$ cat src/rtl/core/urf_pkg.sv
`timescale 1ns / 1ps
`default_nettype none

package urf_pkg;

  // default receive fifo depth in bytes
  localparam int FIFO_DEPTH = 8;

  // item actions
  localparam logic [1:0] ACT_READ  = 2'd0;
  localparam logic [1:0] ACT_WRITE = 2'd1;
  localparam logic [1:0] ACT_RX    = 2'd2;

  // register indexes
  localparam logic [2:0] REG_TXDATA  = 3'd0;
  localparam logic [2:0] REG_RXDATA  = 3'd1;
  localparam logic [2:0] REG_TXCTRL  = 3'd2;
  localparam logic [2:0] REG_RXCTRL  = 3'd3;
  localparam logic [2:0] REG_IE      = 3'd4;
  localparam logic [2:0] REG_IP      = 3'd5;
  localparam logic [2:0] REG_DIV     = 3'd6;

  // word returned by an rxdata read of an empty fifo
  localparam logic [31:0] RX_EMPTY_WORD = 32'h8000_0000;

  // position of the watermark bit in enable and pending
  localparam int WM_BIT = 1;

  typedef struct packed {
    logic [1:0]  action;
    logic [2:0]  reg_index;
    logic [31:0] write_data;
    logic [7:0]  rx_byte;
  } cmd_t;

  typedef struct packed {
    logic [31:0] read_data;
    logic        tx_valid;
    logic [7:0]  tx_byte;
    logic        irq_level;
    logic        rx_dropped;
    logic        bus_error;
    logic        rx_ready;
  } result_t;

endpackage

`default_nettype wire

$ cat src/rtl/core/urf_ram.sv
`timescale 1ns / 1ps
`default_nettype none

module urf_ram #(
  parameter int WIDTH = 8,
  parameter int DEPTH = 8,
  localparam int AW = (DEPTH > 1) ? $clog2(DEPTH) : 1
) (
  input  wire logic             clk,
  input  wire logic             we,
  input  wire logic [AW-1:0]    waddr,
  input  wire logic [WIDTH-1:0] wdata,
  input  wire logic [AW-1:0]    raddr,
  output logic      [WIDTH-1:0] rdata
);

  logic [WIDTH-1:0] mem [DEPTH];

  always_ff @(posedge clk) begin
    if (we) begin
      mem[waddr] <= wdata;
    end
    rdata <= mem[raddr];
  end

endmodule

`default_nettype wire

$ cat src/rtl/core/uart_rx_fifo_registers.sv
`timescale 1ns / 1ps
`default_nettype none

// uart register block with receive fifo
// the done strobe is registered at the accepting edge
// throughput: one item per cycle; busy is never raised, the receiver cannot stall
// reset (sync, active high) empties the fifo and clears all control registers;
// fifo storage is not cleared, only written entries are ever read
module uart_rx_fifo_registers
  import urf_pkg::*;
#(
  parameter int DEPTH = FIFO_DEPTH
) (
  input  wire logic    clk,
  input  wire logic    rst,
  input  wire logic    start,
  output logic         busy,
  input  wire cmd_t    cmd,
  output logic         done,
  output result_t      result
);

  // fifo index, occupancy and wrap-sum widths
  localparam int AW = (DEPTH > 1) ? $clog2(DEPTH) : 1;
  localparam int CW = $clog2(DEPTH + 1);
  localparam int SW = AW + 1;

  // architectural state
  logic [CW-1:0] rx_count, rx_count_next;
  logic [AW-1:0] rx_head, rx_head_next;
  logic [31:0]   int_enable, int_enable_next;
  logic [31:0]   tx_control, tx_control_next;
  logic [31:0]   rx_control, rx_control_next;
  logic [31:0]   baud_divisor, baud_divisor_next;

  // result register; read data of a pop comes from the ram output register
  result_t res, res_next;
  logic    pop_sel, pop_sel_next;
  logic    done_next;

  // fifo ram interface
  logic          push;
  logic [AW-1:0] waddr;
  logic [SW-1:0] wsum;
  logic [7:0]    ram_rdata;

  logic accept;
  logic empty, full;
  logic [AW-1:0] head_inc;

  // every cycle can take a transfer
  assign busy   = 1'b0;
  assign accept = start;

  assign empty = (rx_count == '0);
  assign full  = (rx_count == CW'(DEPTH));

  // head advance with wrap at the depth
  assign head_inc = (rx_head == AW'(DEPTH - 1)) ? '0 : rx_head + AW'(1);

  // tail slot: head plus count, one compare and subtract for the wrap
  assign wsum  = SW'(rx_head) + SW'(rx_count);
  assign waddr = (wsum >= SW'(DEPTH)) ? AW'(wsum - SW'(DEPTH)) : AW'(wsum);

  urf_ram #(
    .WIDTH(8),
    .DEPTH(DEPTH)
  ) u_rx_ram (
    .clk  (clk),
    .we   (push),
    .waddr(waddr),
    .wdata(cmd.rx_byte),
    .raddr(rx_head),
    .rdata(ram_rdata)
  );

  always_comb begin
    rx_count_next     = rx_count;
    rx_head_next      = rx_head;
    int_enable_next   = int_enable;
    tx_control_next   = tx_control;
    rx_control_next   = rx_control;
    baud_divisor_next = baud_divisor;
    push              = 1'b0;
    pop_sel_next      = 1'b0;
    res_next          = '0;
    done_next         = accept;

    if (accept) begin
      case (cmd.action)
        ACT_READ: begin
          case (cmd.reg_index)
            REG_TXDATA: res_next.read_data = '0;
            REG_RXDATA: begin
              if (!empty) begin
                // data shows up from the ram register next cycle
                pop_sel_next  = 1'b1;
                rx_head_next  = head_inc;
                rx_count_next = rx_count - CW'(1);
              end else begin
                res_next.read_data = RX_EMPTY_WORD;
              end
            end
            REG_TXCTRL: res_next.read_data = tx_control;
            REG_RXCTRL: res_next.read_data = rx_control;
            REG_IE:     res_next.read_data = int_enable;
            REG_IP:     res_next.read_data[WM_BIT] = !empty;
            REG_DIV:    res_next.read_data = baud_divisor;
            default:    res_next.bus_error = 1'b1;
          endcase
        end
        ACT_WRITE: begin
          case (cmd.reg_index)
            REG_TXDATA: begin
              res_next.tx_valid = 1'b1;
              res_next.tx_byte  = cmd.write_data[7:0];
            end
            REG_TXCTRL: tx_control_next   = cmd.write_data;
            REG_RXCTRL: rx_control_next   = cmd.write_data;
            REG_IE:     int_enable_next   = cmd.write_data;
            REG_DIV:    baud_divisor_next = cmd.write_data;
            default:    res_next.bus_error = 1'b1;
          endcase
        end
        ACT_RX: begin
          if (full) begin
            res_next.rx_dropped = 1'b1;
          end else begin
            push          = 1'b1;
            rx_count_next = rx_count + CW'(1);
          end
        end
        default: begin
          // unused action: no effect
        end
      endcase
    end

    // status flags reflect the state after this transfer
    res_next.irq_level = int_enable_next[WM_BIT] && (rx_count_next != '0);
    res_next.rx_ready  = (rx_count_next != CW'(DEPTH));
  end

  always_ff @(posedge clk) begin
    if (rst) begin
      rx_count     <= '0;
      rx_head      <= '0;
      int_enable   <= '0;
      tx_control   <= '0;
      rx_control   <= '0;
      baud_divisor <= '0;
      done         <= 1'b0;
    end else begin
      rx_count     <= rx_count_next;
      rx_head      <= rx_head_next;
      int_enable   <= int_enable_next;
      tx_control   <= tx_control_next;
      rx_control   <= rx_control_next;
      baud_divisor <= baud_divisor_next;
      done         <= done_next;
    end
  end

  // payload registers need no reset
  always_ff @(posedge clk) begin
    res     <= res_next;
    pop_sel <= pop_sel_next;
  end

  always_comb begin
    result = res;
    if (pop_sel) begin
      result.read_data = {24'h0, ram_rdata};
    end
  end

endmodule

`default_nettype wire
$ cat config.mk
export PLATFORM = sky130hd
export DESIGN_NAME = uart_rx_fifo_registers
export DESIGN_NICKNAME = d
export VERILOG_FILES = /design/src/rtl/core/urf_pkg.sv /design/src/rtl/core/urf_ram.sv /design/src/rtl/core/uart_rx_fifo_registers.sv
export SDC_FILE = /design/constraint.sdc
export NUM_CORES = 1
export LEC_CHECK = 0
export ABC_AREA = 1
export BUFFER_PORTS_ARGS = -buffer_cell sky130_fd_sc_hd__buf_2
export CAP_MARGIN = 25
export CORE_MARGIN = 2
export CORE_UTILIZATION = 59
export DETAILED_ROUTE_END_ITERATION = 16
export PLACE_DENSITY = 0.83
export SYNTH_ARGS = -nofsm -noshare
export SYNTH_HDL_FRONTEND = slang
export SYNTH_HIERARCHICAL = 1
export SYNTH_SLANG_ARGS = --single-unit
$ cat constraint.sdc
create_clock -name clk -period 2.5 [get_ports clk]
set_input_delay 0.375 -clock clk [delete_from_list [all_inputs] [get_ports clk]]
set_output_delay 0.375 -clock clk [all_outputs]
set_load 0.01 [all_outputs]
==> out/qor.csv <==
metric,value,unit
cts_htree_levels,1,
ant_nets,0,
rrSetupSlack,140,ps
drc,0,
multi_input_area,3530,um^2
first_iter_violations,816,
synth_top_family_by_area,simple AND/OR/NAND/NOR gates,
layoutNonFillerInstCount,1559,
synth.area.mux_share,0.00876,
worst_slew_pin_slew,894,ps
cts_tree,done,
seq_area_frac_synth,0.557,
synth_top_flop_cell,dfxtp_1,
crit_start,rx_count[1],
ys_async_sr_fraction,0,
yosysUniqueCellTypes,34,
leakage,0.00514,uW
relSlewSlack,0.404,
power_density,733,nW/um^2
endpoint,u_rx_ram/mem[1][6],
grt_pass1_wl,39.2,mm
critPathMaxStageDelay,540,ps
finalCriticalPeriod,2360,ps
routed_wl,24.8,mm
cpMostUsedCell,inv_1,
routabilityCongestion,0.912,
switching_share,0.220,
hold_class,in2reg,
critPathBufInv,2,
clockPowerShare,0.454,
path_cells,"inv_1, fa_1, xnor2_1, xor2_1, inv_1, nand2_1, nor2_1",
fill_cells,1335,
finClkSkew,15.6,ps
rows,48,
cts_buffer_depth,3,
root_buffer,clkbuf_16,
critical_path_cell_count,7,
syn-instance-count,1251,
switchingPower,1880,uW
worstSetupPathType,reg2reg,
ios,95,
cts_num_sinks,254,
synth_largest_area_cell,dfxtp_1,
r2r_cells,7,
grt_pass1_vias,8005,
routed_via_density,5.47,
rsz0062_at_grt,false,
syn-num-nets,1305,
wl_per_cell,15.9,um
hold_depth,2,
hpwl,15.0,mm
dpl_cell_area,10800,um^2
synth_area_leaders,"dfxtp_1 (37%), edfxtp_1 (19%), nor2_1 (8.7%), nand2_1 (7.4%), o21ai_0 (6.9%)",
cp_max_fo,8,
syn_avg_cell_area,8.22,um^2
grt_overflow,0,
drv_slew,0,
cpMaxStageDelayCell,nor2_1,
grt.total_usage,0.263,
synth-compound-area-share,0.133,
firstDrtPassIters,6,
rr_endpoint,u_rx_ram/mem[1][6],
ff_latch_area,5730,um^2
synthAdderAreaFrac,0.00803,
cp_top_family,simple AND/OR/NAND/NOR gates,
grt_max_degree,80,
cap_violations,0,
fin_util,0.678,
outcome,"finished, final reports clean",
sequentialPowerShare,0.501,
pwr-share-comb,0.044,
crit_path_start_kind,flip-flop,
yosys.area.top_type_share,0.370,
vias,8531,
rr_startpoint,rx_count[1],
fp.dieW,136,um
synthXorXnorAreaFrac,0.00255,
required,2650,ps
synth-simple-area-share,0.191,
yosys-top-cells-count,"nor2_1 (238), nand2_1 (203), dfxtp_1 (190), inv_1 (143), o21ai_0 (141)",
dieArea,18500,um^2
fmax,0.423,GHz
hold_viol,0,
io_buffers,93,
netlist_area,10300,um^2
ys.warnings.count,6,
cts_setup_buffers,0,
worstSkewPairLatency,520,ps
areaGrowthSynthToFinish,13.3,%
ir_drop,0.576,mV
final_layout_size_suffix_gt1_frac,0.143,
yosys_register_bits,254,
initial_core_util,0.599,
intPower,6660,uW
core,17200,um^2
cts_inserted_buffers,26,
tns,0,ps
finalSetupViolCount,0,
clkTransAtPathRegs,70,ps
period_share,0.945,
grt_antenna_before_repair,0,
synth-edff-count,64,
die_height,136,um
placed_cells,1511,
yosys.cell_count.top_type,nor2_1,
design_area,11600,um^2
total_power,8540,uW
critPathArrivalTime,2510,ps
nets,1368,
end_kind,flip-flop,
==> cells by family (layout without fill, tap and decap cells) <==
family                     after synthesis  in the layout
and+or+nand+nor                        495            495
DFF                                    254            254
AOI/OAI and AO/OA                      247            247
buffers and inverters                  237            319
muxes                                    8              8
adders and majority gates                6              6
xor gates and xnor gates                 3              3
other                                    1              2
==> layout by cell type, fill, tap and decap left out, types with 27 or more instances in the layout <==
| cell type | n |
|---|---|
| inv_1 | 142 |
| clkbuf_16 | 27 |
| edfxtp_1 | 64 |
| dfxtp_1 | 190 |
| buf_2 | 93 |
| nand2_1 | 203 |
| nand3_1 | 40 |
| nor2_1 | 237 |
| a21oi_1 | 57 |
| o21ai_0 | 141 |
==> sequential cells by signal, indices dropped and copies added, names as in the netlist <==
signal	cells
u_rx_ram/rdata	8
u_rx_ram/mem	64
pop_sel	1
result	13
int_enable	32
rx_control	32
res	32
tx_control	32
baud_divisor	32
rx_head	3
rx_count	4
done	1
==> worst min-delay path by stage <==
stage | slack [ps] | from | endpoint
after floorplan | 420 | baud_divisor[14] | baud_divisor[14]
after global placement | 430 | baud_divisor[11] | baud_divisor[11]
after detailed placement | 440 | baud_divisor[25] | baud_divisor[25]
after CTS | 50 | cmd[44] | result[1]
after global routing | 60 | cmd[44] | result[1]
final | 60 | cmd[44] | result[1]
==> power groups by stage <==
| stage | Sequential [uW] | Combinational [uW] | Clock, uW |
|---|---|---|---|
| after floorplan | 4370 | 221 | 0 |
| after global placement | 4370 | 361 | 0 |
| after detailed placement | 4370 | 366 | 0 |
| after CTS | 4280 | 369 | 3910 |
| after global routing | 4290 | 415 | 4080 |
| final | 4280 | 377 | 3880 |
==> routing by layer <==
layer	up-vias	part of all wire	global-route usage
met5	-	0	0
li1	4121	-	-
met3	50	0.077	0.0488
met4	0	0.020	0.0862
met1	3978	0.42	0.340
met2	382	0.49	0.445
==> area by class of cell <==
cell class / count / area share
clock inverter: 12 / 0.0114
multi-input combinational: 760 / 0.303
antenna: 1 / 0.000215
clock buffer: 35 / 0.0634
inverter: 156 / 0.0505
tap: 225 / 0.0242
timing repair buffer: 116 / 0.0558
sequential: 254 / 0.491
==> per-stage QoR <==
stage | hold WS, ps | worst slack, ps
finish | 59.9 | 137
floorplan | 425 | 297
global placement | 433 | 231
global route | 62.3 | 14.5
CTS | 51.1 | 165
detailed placement | 440 | 176
==> what timing repair did <==
item	4_1_cts	5_1_grt
gates resized for setup	0	1
setup endpoints to repair	0	8
hold buffers	0	0
Note: power is estimated with default switching activity, not from simulation.
